$ cat src/rtl/bhjt_pkg.sv
// Package for the bucket hash join table: constants, codes, state and command types
`timescale 1ns / 1ps
package bhjt_pkg;

  // table geometry
  localparam int BUCKET_COUNT = 256;
  localparam int BKT_W        = 8;
  localparam int MAX_ROWS     = 1024;
  localparam int ROW_W        = 10;
  localparam int CNT_W        = 11;
  localparam int KEY_W        = 32;
  localparam int TAG_W        = 16;
  localparam int MAX_MATCHES_DEF = 64;

  typedef enum logic [1:0] {
    MODE_CLEAR  = 2'd0,
    MODE_INSERT = 2'd1,
    MODE_BUILD  = 2'd2,
    MODE_PROBE  = 2'd3
  } mode_t;

  typedef enum logic [1:0] {
    ST_OK       = 2'd0,
    ST_FULL     = 2'd1,
    ST_NO_BUILD = 2'd2,
    ST_TRUNC    = 2'd3
  } status_t;

  // kind of result loaded into the output register
  typedef enum logic [2:0] {
    RES_ACK,
    RES_INS,
    RES_FULL,
    RES_NOBUILD,
    RES_MID,
    RES_FINAL
  } res_kind_t;

  typedef enum logic [3:0] {
    S_IDLE,
    S_CLR,
    S_INS,
    S_INC,
    S_PRE_RD,
    S_PRE_WR,
    S_SC_KEY,
    S_SC_FILL,
    S_SC_WR,
    S_BDONE,
    S_HDR,
    S_HDR_CHK,
    S_WALK_RD,
    S_WALK_CMP,
    S_FIN
  } state_t;

  // controller to datapath
  typedef struct packed {
    logic      take;
    logic      clr;
    logic      ins_wr;
    logic      cnt_inc;
    logic      idx_clr;
    logic      idx_inc;
    logic      pre_sel;
    logic      pre_wr;
    logic      sc_sel;
    logic      sc_wr;
    logic      set_built;
    logic      pr_start;
    logic      pr_hit;
    logic      pr_adv;
    logic      emit;
    res_kind_t kind;
    logic      trunc;
  } cmd_t;

  // datapath to controller
  typedef struct packed {
    logic full;
    logic built;
    logic idx_pre_last;
    logic rows_zero;
    logic idx_sc_last;
    logic cnt_zero;
    logic hit;
    logic pend_v;
    logic at_max;
    logic rem_last;
    logic uniq;
    logic out_free;
  } sts_t;

endpackage

$ cat src/rtl/bhjt_ctrl.sv
// Controller state machine for the bucket hash join table
`timescale 1ns / 1ps
module bhjt_ctrl (
  input  logic          clk,
  input  logic          rst_n,
  input  logic          in_valid,
  input  logic [1:0]    in_mode,
  output logic          in_ready,
  input  bhjt_pkg::sts_t sts,
  output bhjt_pkg::cmd_t cmd
);
  import bhjt_pkg::*;

  state_t state_r, state_nxt;

  // state register
  always_ff @(posedge clk) begin
    if (!rst_n) begin
      state_r <= S_IDLE;
    end else begin
      state_r <= state_nxt;
    end
  end

  // next state
  always_comb begin
    state_nxt = state_r;
    case (state_r)
      S_IDLE: begin
        if (in_valid) begin
          case (mode_t'(in_mode))
            MODE_CLEAR:  state_nxt = S_CLR;
            MODE_INSERT: state_nxt = S_INS;
            MODE_BUILD:  state_nxt = S_PRE_RD;
            MODE_PROBE:  state_nxt = S_HDR;
            default:     state_nxt = S_IDLE;
          endcase
        end
      end
      S_CLR:    if (sts.out_free) state_nxt = S_IDLE;
      S_INS: begin
        if (!sts.full) state_nxt = S_INC;
        else if (sts.out_free) state_nxt = S_IDLE;
      end
      S_INC:    if (sts.out_free) state_nxt = S_IDLE;
      S_PRE_RD: state_nxt = S_PRE_WR;
      S_PRE_WR: begin
        if (!sts.idx_pre_last) state_nxt = S_PRE_RD;
        else if (sts.rows_zero) state_nxt = S_BDONE;
        else state_nxt = S_SC_KEY;
      end
      S_SC_KEY:  state_nxt = S_SC_FILL;
      S_SC_FILL: state_nxt = S_SC_WR;
      S_SC_WR:   state_nxt = sts.idx_sc_last ? S_BDONE : S_SC_KEY;
      S_BDONE:   if (sts.out_free) state_nxt = S_IDLE;
      S_HDR: begin
        if (sts.built) state_nxt = S_HDR_CHK;
        else if (sts.out_free) state_nxt = S_IDLE;
      end
      S_HDR_CHK: begin
        if (!sts.cnt_zero) state_nxt = S_WALK_RD;
        else if (sts.out_free) state_nxt = S_IDLE;
      end
      S_WALK_RD: state_nxt = S_WALK_CMP;
      S_WALK_CMP: begin
        if (sts.hit && sts.at_max) begin
          if (sts.out_free) state_nxt = S_IDLE;
        end else if (sts.hit) begin
          if (!sts.pend_v || sts.out_free)
            state_nxt = (sts.uniq || sts.rem_last) ? S_FIN : S_WALK_RD;
        end else begin
          state_nxt = sts.rem_last ? S_FIN : S_WALK_RD;
        end
      end
      S_FIN:    if (sts.out_free) state_nxt = S_IDLE;
      default:  state_nxt = S_IDLE;
    endcase
  end

  // command outputs
  always_comb begin
    cmd      = '0;
    cmd.kind = RES_ACK;
    in_ready = 1'b0;
    case (state_r)
      S_IDLE: begin
        in_ready    = 1'b1;
        cmd.take    = in_valid;
        cmd.idx_clr = 1'b1;
      end
      S_CLR: begin
        if (sts.out_free) begin
          cmd.clr  = 1'b1;
          cmd.emit = 1'b1;
        end
      end
      S_INS: begin
        if (!sts.full) begin
          cmd.ins_wr = 1'b1;
        end else if (sts.out_free) begin
          cmd.emit = 1'b1;
          cmd.kind = RES_FULL;
        end
      end
      S_INC: begin
        if (sts.out_free) begin
          cmd.cnt_inc = 1'b1;
          cmd.emit    = 1'b1;
          cmd.kind    = RES_INS;
        end
      end
      S_PRE_RD: cmd.pre_sel = 1'b1;
      S_PRE_WR: begin
        cmd.pre_sel = 1'b1;
        cmd.pre_wr  = 1'b1;
        cmd.idx_clr = sts.idx_pre_last;
        cmd.idx_inc = !sts.idx_pre_last;
      end
      S_SC_KEY:  cmd = cmd;
      S_SC_FILL: cmd.sc_sel = 1'b1;
      S_SC_WR: begin
        cmd.sc_sel  = 1'b1;
        cmd.sc_wr   = 1'b1;
        cmd.idx_inc = !sts.idx_sc_last;
      end
      S_BDONE: begin
        if (sts.out_free) begin
          cmd.set_built = 1'b1;
          cmd.emit      = 1'b1;
        end
      end
      S_HDR: begin
        if (!sts.built && sts.out_free) begin
          cmd.emit = 1'b1;
          cmd.kind = RES_NOBUILD;
        end
      end
      S_HDR_CHK: begin
        if (!sts.cnt_zero) begin
          cmd.pr_start = 1'b1;
        end else if (sts.out_free) begin
          cmd.emit = 1'b1;
          cmd.kind = RES_FINAL;
        end
      end
      S_WALK_RD: cmd = cmd;
      S_WALK_CMP: begin
        if (sts.hit && sts.at_max) begin
          if (sts.out_free) begin
            cmd.emit  = 1'b1;
            cmd.kind  = RES_FINAL;
            cmd.trunc = 1'b1;
          end
        end else if (sts.hit) begin
          if (!sts.pend_v || sts.out_free) begin
            cmd.emit   = sts.pend_v;
            cmd.kind   = RES_MID;
            cmd.pr_hit = 1'b1;
            cmd.pr_adv = !sts.uniq && !sts.rem_last;
          end
        end else begin
          cmd.pr_adv = !sts.rem_last;
        end
      end
      S_FIN: begin
        if (sts.out_free) begin
          cmd.emit = 1'b1;
          cmd.kind = RES_FINAL;
        end
      end
      default: cmd = '0;
    endcase
  end

endmodule

$ cat config.mk
export PLATFORM = sky130hd
export DESIGN_NAME = bhjt_ctrl
export DESIGN_NICKNAME = d
export VERILOG_FILES = /design/src/rtl/bhjt_pkg.sv /design/src/rtl/bhjt_ctrl.sv
export SDC_FILE = /design/constraint.sdc
export NUM_CORES = 1
export LEC_CHECK = 0
export BUFFER_PORTS_ARGS = -buffer_cell sky130_fd_sc_hd__buf_4
export CAP_MARGIN = 20
export CORE_MARGIN = 2
export CORE_UTILIZATION = 30
export DETAILED_ROUTE_END_ITERATION = 12
export GPL_ROUTABILITY_DRIVEN = 0
export PLACE_DENSITY_LB_ADDON = 0.25
export SLEW_MARGIN = 15
export SYNTH_ARGS = -nofsm -noshare
export SYNTH_HDL_FRONTEND = slang
export SYNTH_SLANG_ARGS = --single-unit
$ cat constraint.sdc
create_clock -name clk -period 2.3 [get_ports clk]
set_clock_uncertainty 0.15 [all_clocks]
set_input_delay 0.115 -clock clk [delete_from_list [all_inputs] [get_ports clk]]
set_output_delay 0.115 -clock clk [all_outputs]
set_load 0.03 [all_outputs]
* After elaboration in Yosys (flattened, before gate mapping)
Cells that the tools add are included.
Word-level totals: register bits 4, input port bits 17
Cells by class: eq/ne operators 19, multiplexer cells 49, reductions and logical operators 18
Operators by type and width (count):
- $mux W4 | 19
- $pmux W4 S12 | 1
- $eq A4 B4 Y1 const B | 7
- $mux W1 | 18
- $pmux W3 S6 | 1
- $eq A4 B3 Y1 const B | 4
- $pmux W4 S4 | 1
- $eq A4 B2 Y1 const B | 2
- $mux W2 | 4
- $pmux W1 S7 | 1
- $logic_not A1 Y1 | 6
- $mux W6 | 1
- $reduce_or A2 Y1 | 3
- $mux W5 | 1
- $eq A2 B2 Y1 const B | 2
- $eq A4 B1 Y1 const B | 1
- $logic_not A4 Y1 | 1
- $ne A4 B4 Y1 const B | 1
- $pmux W1 S2 | 2
- $reduce_or A4 Y1 | 1
- $logic_and A1 B1 Y1 | 3
- $eq A2 B1 Y1 const B | 1
- $logic_not A2 Y1 | 1
- $logic_or A1 B1 Y1 | 2
- 2 further kinds | 2

* Longest topological paths before layout
depth after elaboration 6, depth in mapped cells 6, mapped depth without buffers 4

* Worst setup path after synthesis
No wires, ideal clock.
path type register to output, start reg state_r[0], end out cmd[4] (netlist name), data arrival time 1.767 ns, required time 2.035 ns, path slack 0.268 ns, cell stages (with the launch flop) 6, cells stage by stage dfxtp_1 -> buf_2 -> or2_0 -> clkbuf_1 -> nor4_2 -> a21o_1
RTL lines:
- start: declaration | RTL line bhjt_ctrl.sv:14 | state_t state_r, state_nxt;
- start signal: assignment | RTL line bhjt_ctrl.sv:21 | state_r <= state_nxt;
- end: declaration | RTL line bhjt_ctrl.sv:10 | output bhjt_pkg::cmd_t cmd

==> flow_summary.toml <==
[clocking]
clkTransAtPathRegs_ns = 0.04
clkSinkCount = 4
htree_levels = 1
clock_insertion_delay_worst_skew_ns = 0.23
buffer_count_from_post_cts_setup_fixing = 0
tritoncts = "done"
post_cts.resized_instances = 0
number_of_buffers_between_clock_root_and_the_deepest_sink = 2
numCtsBuffers = 3
cts_hold_repair.buffers = 0
clock_tree.root_cell = "sky130_fd_sc_hd__clkbuf_4"

[cells_and_area]
final_cell_count_no_fill = 192
layout-area-overhead-vs-synth_pct = 37.6
drive_above_1_share = 0.335
largest_register_ffs = 4
diodes = 0
layout_commonest_cell = "sky130_fd_sc_hd__buf_4"
largest_register = "state_r"
reg.largest.list = "state_r x4"
nNetsFinal = 180
layout.cells.most_common_list = "43 x sky130_fd_sc_hd__buf_4, 11 x sky130_fd_sc_hd__nor2_1, 9 x sky130_fd_sc_hd__nand2_1"

[power]
worst_ir_drop_vdd_uv = 638
static-leakage-power_nw = 0.478
power_report.internal_total_uw = 564
clkPwrFrac = 0.066
comb_power_share = 0.794
pwr_density_cell_nw_per_um2 = 1100
power_switching_uw = 715
p_seq_frac = 0.140
switching_share = 0.559

[floorplanning]
design.core.area_um2 = 2710
start_util = 0.312
std_cell_rows = 19
die_h_um = 57.1
die-width_um = 57.1
design.portCount = 37
die-area_um2 = 3260

[setup_path]
critical_path.startpoint_type = "flip-flop"
setup.worst_path.class = "reg2out"
cp-end-kind = "output port"
critPathMaxFanout = 15
crit_arrival_ns = 1.87
crit_required_ns = 2.04

[logic_synthesis]
ys.warnings.count = 0
seq_area_frac_synth = 0.0947
synth_enable_flop_cells = 0
syn-num-nets = 144
post_synth_num_cell_types = 51
yosys.area_share.xor_xnor = 0
synth_cells = 127
synthAdderAreaFrac = 0
synth_async_sr_flop_share = 0
synthesized_area_fraction_occupied_by_ao_oa_aoi_and_oai_cells = 0.376
syn-cell-area_um2 = 846
syn_avg_cell_area_um2 = 6.66
muxShareOfSynthArea = 0
synthFlopType = "sky130_fd_sc_hd__dfxtp_1"
synth_top_family_by_area = "simple AND/OR/NAND/NOR gates"
yosys.area_share.simple = 0.425
ys_ff_latch = 4

[sta]
setup_violations = 0
tns_ns = 0
timing.max_slew.rel_slack = 0.638
worstMarginPinSlew_ns = 0.542
timing.final.max_slew_violations = 0
report.final.hold_viol_count = 0
fin_crit_ns = 2.13
achievable-frequency_ghz = 0.469
timing.final.crit_share = 0.926
rsz0062_at_grt = "no"

[drt]
drt_iter0_markers = 54
firstDrtPassIters = 4
detailroute.via_count = 1134
route.detailed.drc = 0
detail_route.wirelength_mm = 3.03
post_drt_wl_per_cell_um = 15.8
via_per_inst = 5.91
route.antenna.remaining_nets = 0

[grt]
met1_usage = 0.265
grt_first_pass_wirelength_mm = 5.02
grt_max_degree = 16
grt_util_met2 = 0.315
grt_use_total = 0.192
globalRouteOverflowTotal = 0
grt.met3_usage = 0.0272
grt_busiest_layer = "met2"
antenna_found_initial = 0
grt_pass1_vias = 1047

[min_path]
hold_class = "in2reg"

[run]
max-cap-violations = 0

[placement]
dp_hpwl_mm = 2.37
place_inst = 189
port_buffer_count = 36

[status]
run_status = "finished, final reports clean"
[final timing paths]
path | startpoint | to | slack [ns] | cells after the start
min reg2reg | state_r[3]$_SDFFE_PN0P_ | state_r[3]$_SDFFE_PN0P_ | 0.57 | 2
min | rst_n | state_r[0]$_SDFFE_PN0P_ | 0.06 | 3
max | state_r[1]$_SDFFE_PN0P_ | cmd[4] | 0.17 | 5
max reg2reg | state_r[1]$_SDFFE_PN0P_ | state_r[1]$_SDFFE_PN0P_ | 0.43 | 4
[cell families (layout without fill, tap and decap cells)]
group | after synthesis | count (layout)
and+or+nand+nor | 62 | 62
AOI/OAI and AO/OA | 43 | 43
buffers and inverters | 18 | 52
DFF | 4 | 4
[through the flow]
| step | util | power (mW) | instance area, um^2 | setup slack, ns | hold slack (ns) |
|---|---|---|---|---|---|
| 2_1_floorplan | - | 0.892 | 846 | 0.268 | 0.139 |
| 3_5_place_dp | 0.421 | 1.19 | 1140 | 0.444 | 0.298 |
| 5_1_grt | 0.429 | 1.39 | 1160 | 0.0861 | 0.0574 |
| 3_3_place_gp | 0.421 | 1.17 | 1140 | 0.463 | 0.293 |
| 6_report | 0.429 | 1.28 | 1160 | 0.169 | 0.0581 |
| 4_1_cts | 0.429 | 1.28 | 1160 | 0.190 | 0.0543 |
[critical path, cell delays in order, from the launching register on]
cell and delay, ns:
sky130_fd_sc_hd__dfxtp_1 0.65, sky130_fd_sc_hd__and4b_1 0.31, sky130_fd_sc_hd__a32oi_1 0.19, sky130_fd_sc_hd__o21ai_0 0.13, sky130_fd_sc_hd__a21o_1 0.19, sky130_fd_sc_hd__buf_4 0.16
[synthesized netlist by cell type, drive strengths merged (2+ instances only)]
library cell  number  share of area
nand4b             2          0.021
a21oi              8          0.047
o21ai              6          0.036
dfxtp              4          0.095
nor3               9          0.059
buf               10          0.070
nor2              11          0.049
a32oi              2          0.021
o31ai              2          0.018
nand4              2          0.015
nor2b              7          0.052
a31oi              5          0.044
o211ai             2          0.018
nand2b             2          0.015
nand2              9          0.040
nand3              2          0.012
clkbuf             2         0.0089
a21o               3          0.027
and2               4          0.030
o21a               2          0.018
o221ai             3          0.038
nor4               2          0.022
inv                5          0.022
or2                2          0.015
nand3b             2          0.018
[metal layers]
layer | part of all wire | wire length (um)
met1 | 0.46 | 1400
met4 | 0.0033 | 10
met5 | 0 | 0
met3 | 0.063 | 191
met2 | 0.47 | 1430
[power groups by stage]
stage / sequential (mW) / combinational [mW] / clock [mW]
final: 0.180 / 1.02 / 0.0843
after global routing: 0.183 / 1.10 / 0.0978
after CTS: 0.175 / 1.02 / 0.0879
after detailed placement: 0.176 / 1.02 / 0
after global placement: 0.171 / 1.00 / 0
after floorplan: 0.113 / 0.779 / 0
[cell type report]
type	count	area (um^2)
clock buffer	3	22.5
tap	31	38.8
timing repair buffer	43	323
multi-input combinational	105	677
fill	316	1550
inverter	6	22.5
sequential	4	80.1
Note: power is estimated with default switching activity, not from simulation.
